File: config.mk
export PLATFORM = sky130hd
export DESIGN_NAME = ftrm_queue
export DESIGN_NICKNAME = d
export VERILOG_FILES = /design/src/rtl/ftrm_pkg.sv /design/src/rtl/ftrm_queue.sv
export SDC_FILE = /design/constraint.sdc
export NUM_CORES = 1
export LEC_CHECK = 0
export BUFFER_PORTS_ARGS = -buffer_cell sky130_fd_sc_hd__buf_4
export CAP_MARGIN = 20
export CORE_MARGIN = 2
export CORE_UTILIZATION = 40
export DETAILED_ROUTE_END_ITERATION = 6
export HOLD_SLACK_MARGIN = 0.03
export PLACE_DENSITY = 0.58
export SLEW_MARGIN = 20
export SYNTH_ARGS = -nofsm -noshare
export SYNTH_HDL_FRONTEND = slang
export SYNTH_SLANG_ARGS = --single-unit
File: constraint.sdc
create_clock -name clk -period 16.5 [get_ports clk]
set_clock_uncertainty 0.05 [all_clocks]
set_input_delay 0.825 -clock clk [delete_from_list [all_inputs] [get_ports clk]]
set_output_delay 0.825 -clock clk [all_outputs]
set_load 0.02 [all_outputs]
File: src/rtl/ftrm_pkg.sv
// shared types, constants and rounding helpers for the from-to rotation matrix block
// no dependencies; imported by every module of the block
package ftrm_pkg;

  localparam int FRAC_BITS = 14;
  localparam int EPS_W     = 15;
  localparam int EPS_RESET = 16;

  // queue between front and back end
  localparam int QDEPTH = 4;
  localparam int QPTR_W = $clog2(QDEPTH);
  localparam int QCNT_W = QPTR_W + 1;

  // shared divider and square root widths
  localparam int DIV_NUM_W  = 62;
  localparam int DIV_DEN_W  = 42;
  localparam int DIV_QUO_W  = 26;
  localparam int SQRT_IN_W  = 62;
  localparam int SQRT_OUT_W = 31;

  // item field widths
  localparam int V_W  = 33;
  localparam int VF_W = 19;
  localparam int EF_W = 20;
  localparam int FR_W = 18;
  localparam int LL_W = 32;

  typedef enum logic [1:0] {
    CASE_GENERAL  = 2'd0,
    CASE_PARALLEL = 2'd1,
    CASE_ANTI     = 2'd2
  } case_t;

  typedef struct packed {
    case_t                     code;
    logic [2:0][15:0]          f;
    logic [2:0][V_W-1:0]       v;
    logic [2:0][VF_W-1:0]      vf;
    logic [EF_W-1:0]           ef;
    logic [5:0][FR_W-1:0]      ffr;
    logic                      left_alt;
    logic [LL_W-1:0]           ll;
  } ftrm_item_t;

  // round to nearest, halves away from zero, s at least one
  function automatic logic signed [63:0] rnd_shift(input logic signed [63:0] x,
                                                   input int unsigned s);
    logic [63:0] m;
    logic [63:0] r;
    m = x[63] ? 64'(-x) : 64'(x);
    r = (m + (64'd1 << (s - 1))) >> s;
    return x[63] ? -$signed(r) : $signed(r);
  endfunction

  function automatic logic [15:0] sat16(input logic signed [63:0] x);
    if (x > 64'sd32767) begin
      return 16'h7fff;
    end else if (x < -64'sd32768) begin
      return 16'h8000;
    end
    return x[15:0];
  endfunction

endpackage

File: src/rtl/ftrm_queue.sv
// short fifo between the front and back end
// depends on ftrm_pkg
module ftrm_queue (
  input  logic                          clk,
  input  logic                          rst,
  input  logic                          push,
  input  ftrm_pkg::ftrm_item_t          wdata,
  input  logic                          pop,
  output ftrm_pkg::ftrm_item_t          rdata,
  output logic [ftrm_pkg::QCNT_W-1:0]   count
);
  import ftrm_pkg::*;

  ftrm_item_t          mem [QDEPTH];
  logic [QPTR_W-1:0]   wr_ptr;
  logic [QPTR_W-1:0]   rd_ptr;

  assign rdata = mem[rd_ptr];

  always_ff @(posedge clk) begin
    if (rst) begin
      wr_ptr <= '0;
      rd_ptr <= '0;
      count  <= '0;
    end else begin
      if (push) begin
        wr_ptr <= wr_ptr + QPTR_W'(1);
      end
      if (pop) begin
        rd_ptr <= rd_ptr + QPTR_W'(1);
      end
      count <= count + QCNT_W'(push) - QCNT_W'(pop);
    end
  end

  always_ff @(posedge clk) begin
    if (push) begin
      mem[wr_ptr] <= wdata;
    end
  end

endmodule

==> results of run 1 <==
## cells by family after synthesis
kind of cell / synth area share
buffers and inverters: 0.0135
flip-flops: 0.828
adder cells (fa/ha/maj): 0.00178
multiplexers: 0.155
AO/OA/AOI/OAI: 0.000281
AND/OR/NAND/NOR: 0.00119
XOR/XNOR: 0.000772
## cell type report
type                       instances  area [um^2]  share of cell area
tap                             1768         2210              0.0338
timing repair buffer             771         5860              0.0894
inverter                           6         22.5            0.000344
clock buffer                     194         4020              0.0614
sequential                      1477        44300               0.676
antenna                           15         37.5            0.000573
clock inverter                    75          607             0.00926
multi-input combinational        392         8500               0.130
## path summary, 6_finish.rpt
path                                     to  cells past startpoint
worst max-delay path             rdata[336]                      5
worst min-delay path            mem[3][283]                      1
worst max register to register  mem[0][187]                      7
worst min register to register    flip-flop                      2
## sequential cells by signal, summed over array words and instances, names as in the netlist, named ones only
signal / count
count: 3
wr_ptr: 2
mem: 1468
rd_ptr: 2
## metrics by stage
stage	utilization	hold WS [ns]	cell area [um^2]
2_1_floorplan	-	0.442	53500
3_3_place_gp	0.457	0.455	60800
3_5_place_dp	0.457	0.474	60900
4_1_cts	0.492	0.105	65500
5_1_grt	0.492	0.125	65500
6_report	0.492	0.194	65500
## cells in the mapped netlist
master,n
buf_8,13
xor3_1,1
a21oi_1,1
mux4_2,367
ha_1,6
xnor2_1,2
buf_2,35
mux2i_1,1
buf_6,25
and2_1,4
nand3b_1,1
dfxtp_1,9
fa_1,1
nor2_1,5
inv_1,6
buf_4,3
nor2b_1,2
a21bo_2,1
clkbuf_1,6
edfxtp_1,1468
## power by group through the flow
stage	sequential, mW	combinational (mW)	clock [mW]
final	4.36	0.978	3.18
after global routing	4.38	1.04	3.42
after CTS	4.37	1.00	3.28
after detailed placement	4.44	0.997	0
after global placement	4.43	0.983	0
after floorplan	4.49	0.559	0
## layer usage
metal / part of all wire / up-vias
met1: 0.37 / 12616
met3: 0.080 / 188
met2: 0.52 / 741
li1: - / 10249
met5: 0.00079 / -
met4: 0.030 / 16
==> impl_metrics.py, run 1 <==
metrics = {
    "yosys": {
        "synth_seq_cells": 1477,
        "netlist_instances": 1957,
        "synth_top_area_frac": 0.824,
        "ys_warn_count": 0,
        "yosys-top-cells-area": "edfxtp_1, mux4_2, buf_6",
        "yosysUniqueCellTypes": 20,
        "syn_area_per_cell_um2": 27.3,
        "syn_nets": 2335,
        "ys_seq_area_frac": 0.828,
        "yosysTopAreaCell": "edfxtp_1",
        "synth_area_mm2": 0.0535,
    },
    "clock_tree": {
        "cts_setup_buffers": 0,
        "cts_buffers": 152,
        "clk_pin_slew_worst_paths_ns": 0.06,
        "cts_hold_buf": 0,
        "tritoncts": "yes",
        "cts_buffer_depth": 3,
        "clock-sinks": 1477,
        "cts_resized": 0,
        "clockRootBuffer": "clkbuf_16",
        "ctsHtreeMaxLevel": 4,
        "insertion_delay_ns": 0.76,
    },
    "outcome": {
        "status": "complete, no violations",
    },
    "finish": {
        "final_common_cell": "edfxtp_1",
        "drive_above_1_share": 0.461,
        "fillers": 10625,
        "fin_cells": 4698,
        "layout.nets": 3178,
        "syn_to_final_growth_pct": 22.6,
        "mostFrequentLayoutCells": "edfxtp_1, buf_4, mux4_2",
    },
    "die": {
        "initial_utilization": 0.402,
        "num_rows": 134,
        "core_area_mm2": 0.133,
        "die_x_um": 370,
        "die_h_um": 370,
        "pin_count": 741,
        "dieArea_mm2": 0.137,
    },
    "placement": {
        "hpwl_mm": 72.7,
        "gp_congestion": 0.766,
        "place_inst": 4414,
        "dp_slack_ns": 11.08,
        "io_buffers": 740,
    },
    "timing": {
        "max_freq_mhz": 180,
        "rsz0062_at_grt": "no",
        "finalHoldViolations": 0,
        "period_share": 0.337,
        "setup_violations": 0,
        "fin_ws_ns": 10.95,
        "slew_viol_final": 0,
        "relSlewSlack": 0.176,
        "worstMarginPinSlew_ns": 1.24,
        "tns_ns": 0,
        "fin_crit_ns": 5.55,
    },
    "worst_setup_path": {
        "cp_slowest_cell": "dfxtp_4",
        "max_stage_delay_ns": 0.84,
        "ff2ff_setup_slack_ns": 11.58,
        "cp_common_cell": "buf_4",
        "path_buf_inv": 4,
        "cp_top_family": "buffers and inverters",
        "cp.required_ns": 15.62,
        "r2r-start": "wr_ptr[0]",
        "crit_chain": "buf_4 > buf_4 > buf_6 > mux4_2 > buf_4",
        "end_kind": "output pin",
        "critPathKind": "flip-flop to output pin",
        "critical_path_arrival_ns": 4.68,
        "cp-start-kind": "flip-flop",
        "cp_max_fo": 51,
    },
    "global_routing": {
        "grt-busiest-layer": "met2",
        "grt.met3_usage": 0.0580,
        "grt_pass1_wl_mm": 167,
        "grt_overflow": 0,
        "grt_usage": 0.167,
        "antenna_found_initial": 21,
        "met2_usage": 0.279,
        "met1_usage": 0.198,
        "grt_max_degree": 160,
        "first_global_vias": 25257,
    },
    "pwr": {
        "power_frac_clock": 0.373,
        "power.share.switching": 0.230,
        "leakage_nw": 21.7,
        "power_switching_mw": 1.96,
        "power_frac_comb": 0.115,
        "irDropWorstVdd_mv": 0.0950,
        "p_per_area_mw_per_mm2": 130,
        "pwr-share-seq": 0.512,
        "totalPowerFinal_mw": 8.52,
        "intPower_mw": 6.56,
    },
    "route": {
        "dr_total_vias": 23810,
        "ant_nets": 0,
        "viasPerCell": 5.07,
        "drc_errors": 0,
        "routed_wl_mm": 116,
        "dr.pass1.iters": 5,
        "routedWlPerCell_um": 24.6,
        "drt_iter0_markers": 1854,
    },
    "job": {
        "maxCapViolations": 0,
    },
    "hold_path": {
        "worstHoldStart": "wdata[283]",
        "hold_path_class": "input pin to flip-flop",
    },
}
Power figures use the tool's default switching activity.
==> run 2, diff against run 1 <==
clock period = 5.4 ns   (was 16.5 ns; I/O delays follow)
==> run 2 against run 1 <==
Worst setup slack lost 9.1 ns; critical path type unchanged; first-iteration DRC count down 7.6%; clock power grew to 3.1 times the previous value; sequential share of layout area down 3.9 points; combinational power increased to 3.3 times the previous value; sequential power grew to 3.1 times the previous value.
==> impl_metrics.py, run 2 (synthesis results as in run 1) <==
metrics = {
    "outcome": {
        "status": "complete, no violations",
    },
    "die": {
        "initial_utilization": 0.402,
        "die_x_um": 370,
        "core_area_mm2": 0.133,
        "dieArea_mm2": 0.137,
        "num_rows": 134,
        "die_h_um": 370,
        "pin_count": 741,
    },
    "worst_setup_path": {
        "cp-start-kind": "flip-flop",
        "end_kind": "output pin",
        "crit_chain": "buf_4 > mux4_2 > buf_4",
        "reg2regPathDepth": 4,
        "cp_slowest_cell": "dfxtp_4",
        "cp_common_cell": "buf_4",
        "cp.required_ns": 5.08,
        "r2r-start": "wr_ptr[0]",
        "r2r_end": "mem[0][80]",
        "critPathKind": "flip-flop to output pin",
        "max_stage_delay_ns": 0.92,
        "cp_max_fo": 40,
        "critical_path_arrival_ns": 3.24,
        "ff2ff_setup_slack_ns": 2.86,
    },
    "global_routing": {
        "first_global_vias": 27496,
        "grt_overflow": 0,
        "antenna_found_initial": 18,
        "grt_max_degree": 105,
        "grt_pass1_wl_mm": 177,
        "grt_usage": 0.175,
    },
    "clock_tree": {
        "cts_buffer_depth": 3,
        "clock-sinks": 1477,
        "cts_resized": 0,
        "clockRootBuffer": "clkbuf_16",
        "insertion_delay_ns": 0.76,
        "clk_pin_slew_worst_paths_ns": 0.06,
        "cts_buffers": 156,
        "tritoncts": "yes",
        "ctsHtreeMaxLevel": 4,
    },
    "timing": {
        "finalHoldViolations": 0,
        "rsz0062_at_grt": "no",
        "slew_viol_final": 0,
        "worstMarginPinSlew_ns": 1.02,
        "setup_violations": 0,
        "relSlewSlack": 0.322,
        "period_share": 0.659,
        "tns_ns": 0,
        "max_freq_mhz": 281,
        "fin_crit_ns": 3.56,
    },
    "pwr": {
        "irDropWorstVdd_mv": 0.325,
        "totalPowerFinal_mw": 26.4,
        "leakage_nw": 23.4,
        "p_per_area_mw_per_mm2": 380,
    },
    "placement": {
        "io_buffers": 740,
        "place_area_mm2": 0.0611,
        "gp_congestion": 0.767,
        "place_inst": 4425,
        "hpwl_mm": 74.9,
    },
    "route": {
        "dr_total_vias": 25467,
        "ant_nets": 0,
        "routedWlPerCell_um": 23.8,
        "routed_wl_mm": 121,
        "dr.pass1.iters": 5,
        "viasPerCell": 5.01,
        "drt_iter0_markers": 1713,
        "drc_errors": 0,
    },
    "finish": {
        "mostFrequentLayoutCells": "edfxtp_1, buf_4, dlygate4sd3_1",
        "largest_register_ff_count": 1468,
        "drive_above_1_share": 0.408,
        "syn_to_final_growth_pct": 30.0,
        "final_util": 0.522,
        "final_area_mm2": 0.0695,
        "reg.largest.list": "mem x1468, count x3",
        "regMostFlops": "mem",
        "final_common_cell": "edfxtp_1",
        "layout.nets": 3564,
        "fin_cells": 5083,
    },
    "hold_path": {
        "hold_end": "mem[2][223]",
        "hold_path_class": "input pin to flip-flop",
        "holdPathStages": 2,
        "worstHoldStart": "wdata[223]",
    },
    "job": {
        "maxCapViolations": 0,
    },
}
run 2: cell count changes in the layout (fill, tap and decap cells not counted), sizes merged:
| cell | before | now |
|---|---|---|
| clkbuf | 194 | 214 |
| clkinv | 59 | 54 |
| buf | 771 | 782 |
| inv | 16 | 9 |
| bufinv | 5 | 3 |
| dlygate4sd3 | 0 | 371 |
| diode | 15 | 12 |
run 2: where the power goes:
group          total, mW  switching (mW)  leakage [nW]  internal (mW)
Clock               9.83            4.18          2.28           5.66
Sequential          13.3           0.138          13.6           13.2
Combinational       3.27            1.76          7.52           1.51
Total               26.4            6.07          23.4           20.4
run 2: routing by layer:
layer / track usage / up-vias / wire length [um]
li1: - / 11030 / -
met1: 0.209 / 13398 / 45500
met2: 0.300 / 788 / 62800
met3: 0.0512 / 235 / 8550
met4: 0.0678 / 16 / 4020
met5: 0 / - / 105
run 2: layout make-up:
| type | count | area [um^2] |
|---|---|---|
| clock inverter | 61 | 422 |
| multi-input combinational | 392 | 8500 |
| antenna | 12 | 30.0 |
| tap | 1768 | 2210 |
| timing repair buffer | 1153 | 9800 |
| clock buffer | 214 | 4270 |
| sequential | 1477 | 44300 |
| inverter | 6 | 22.5 |
| fill | 10373 | 63600 |
run 2: how the worst max path moves through the flow:
stage                    from          to  cells past startpoint
finish              flip-flop  rdata[233]                      3
floorplan           wr_ptr[0]   mem[2][0]                      3
detailed placement  flip-flop  rdata[233]                      3
global placement    flip-flop  rdata[197]                      3
CTS                 flip-flop  rdata[197]                      3
global route        flip-flop  rdata[233]                      3
run 2: what timing repair did:
action | 4_1_cts | 5_1_grt
hold endpoints to repair | 1477 | 0
hold buffers | 371 | 0
buffers inserted | 0 | 0
run 2: critical path, delay by kind of cell, from the launching register on:
family                 cells  cell delay (ns)
DFF                        1             0.92
buffers and inverters      2             0.85
muxes                      1             0.63
run 2: metrics by stage:
step | setup slack (ns) | hold slack, ns
after CTS | 1.65 | 0.107
after floorplan | 1.81 | 0.292
final | 1.84 | 0.198
after global routing | 1.54 | 0.142
after detailed placement | 2.52 | 0.424
after global placement | 2.56 | 0.417
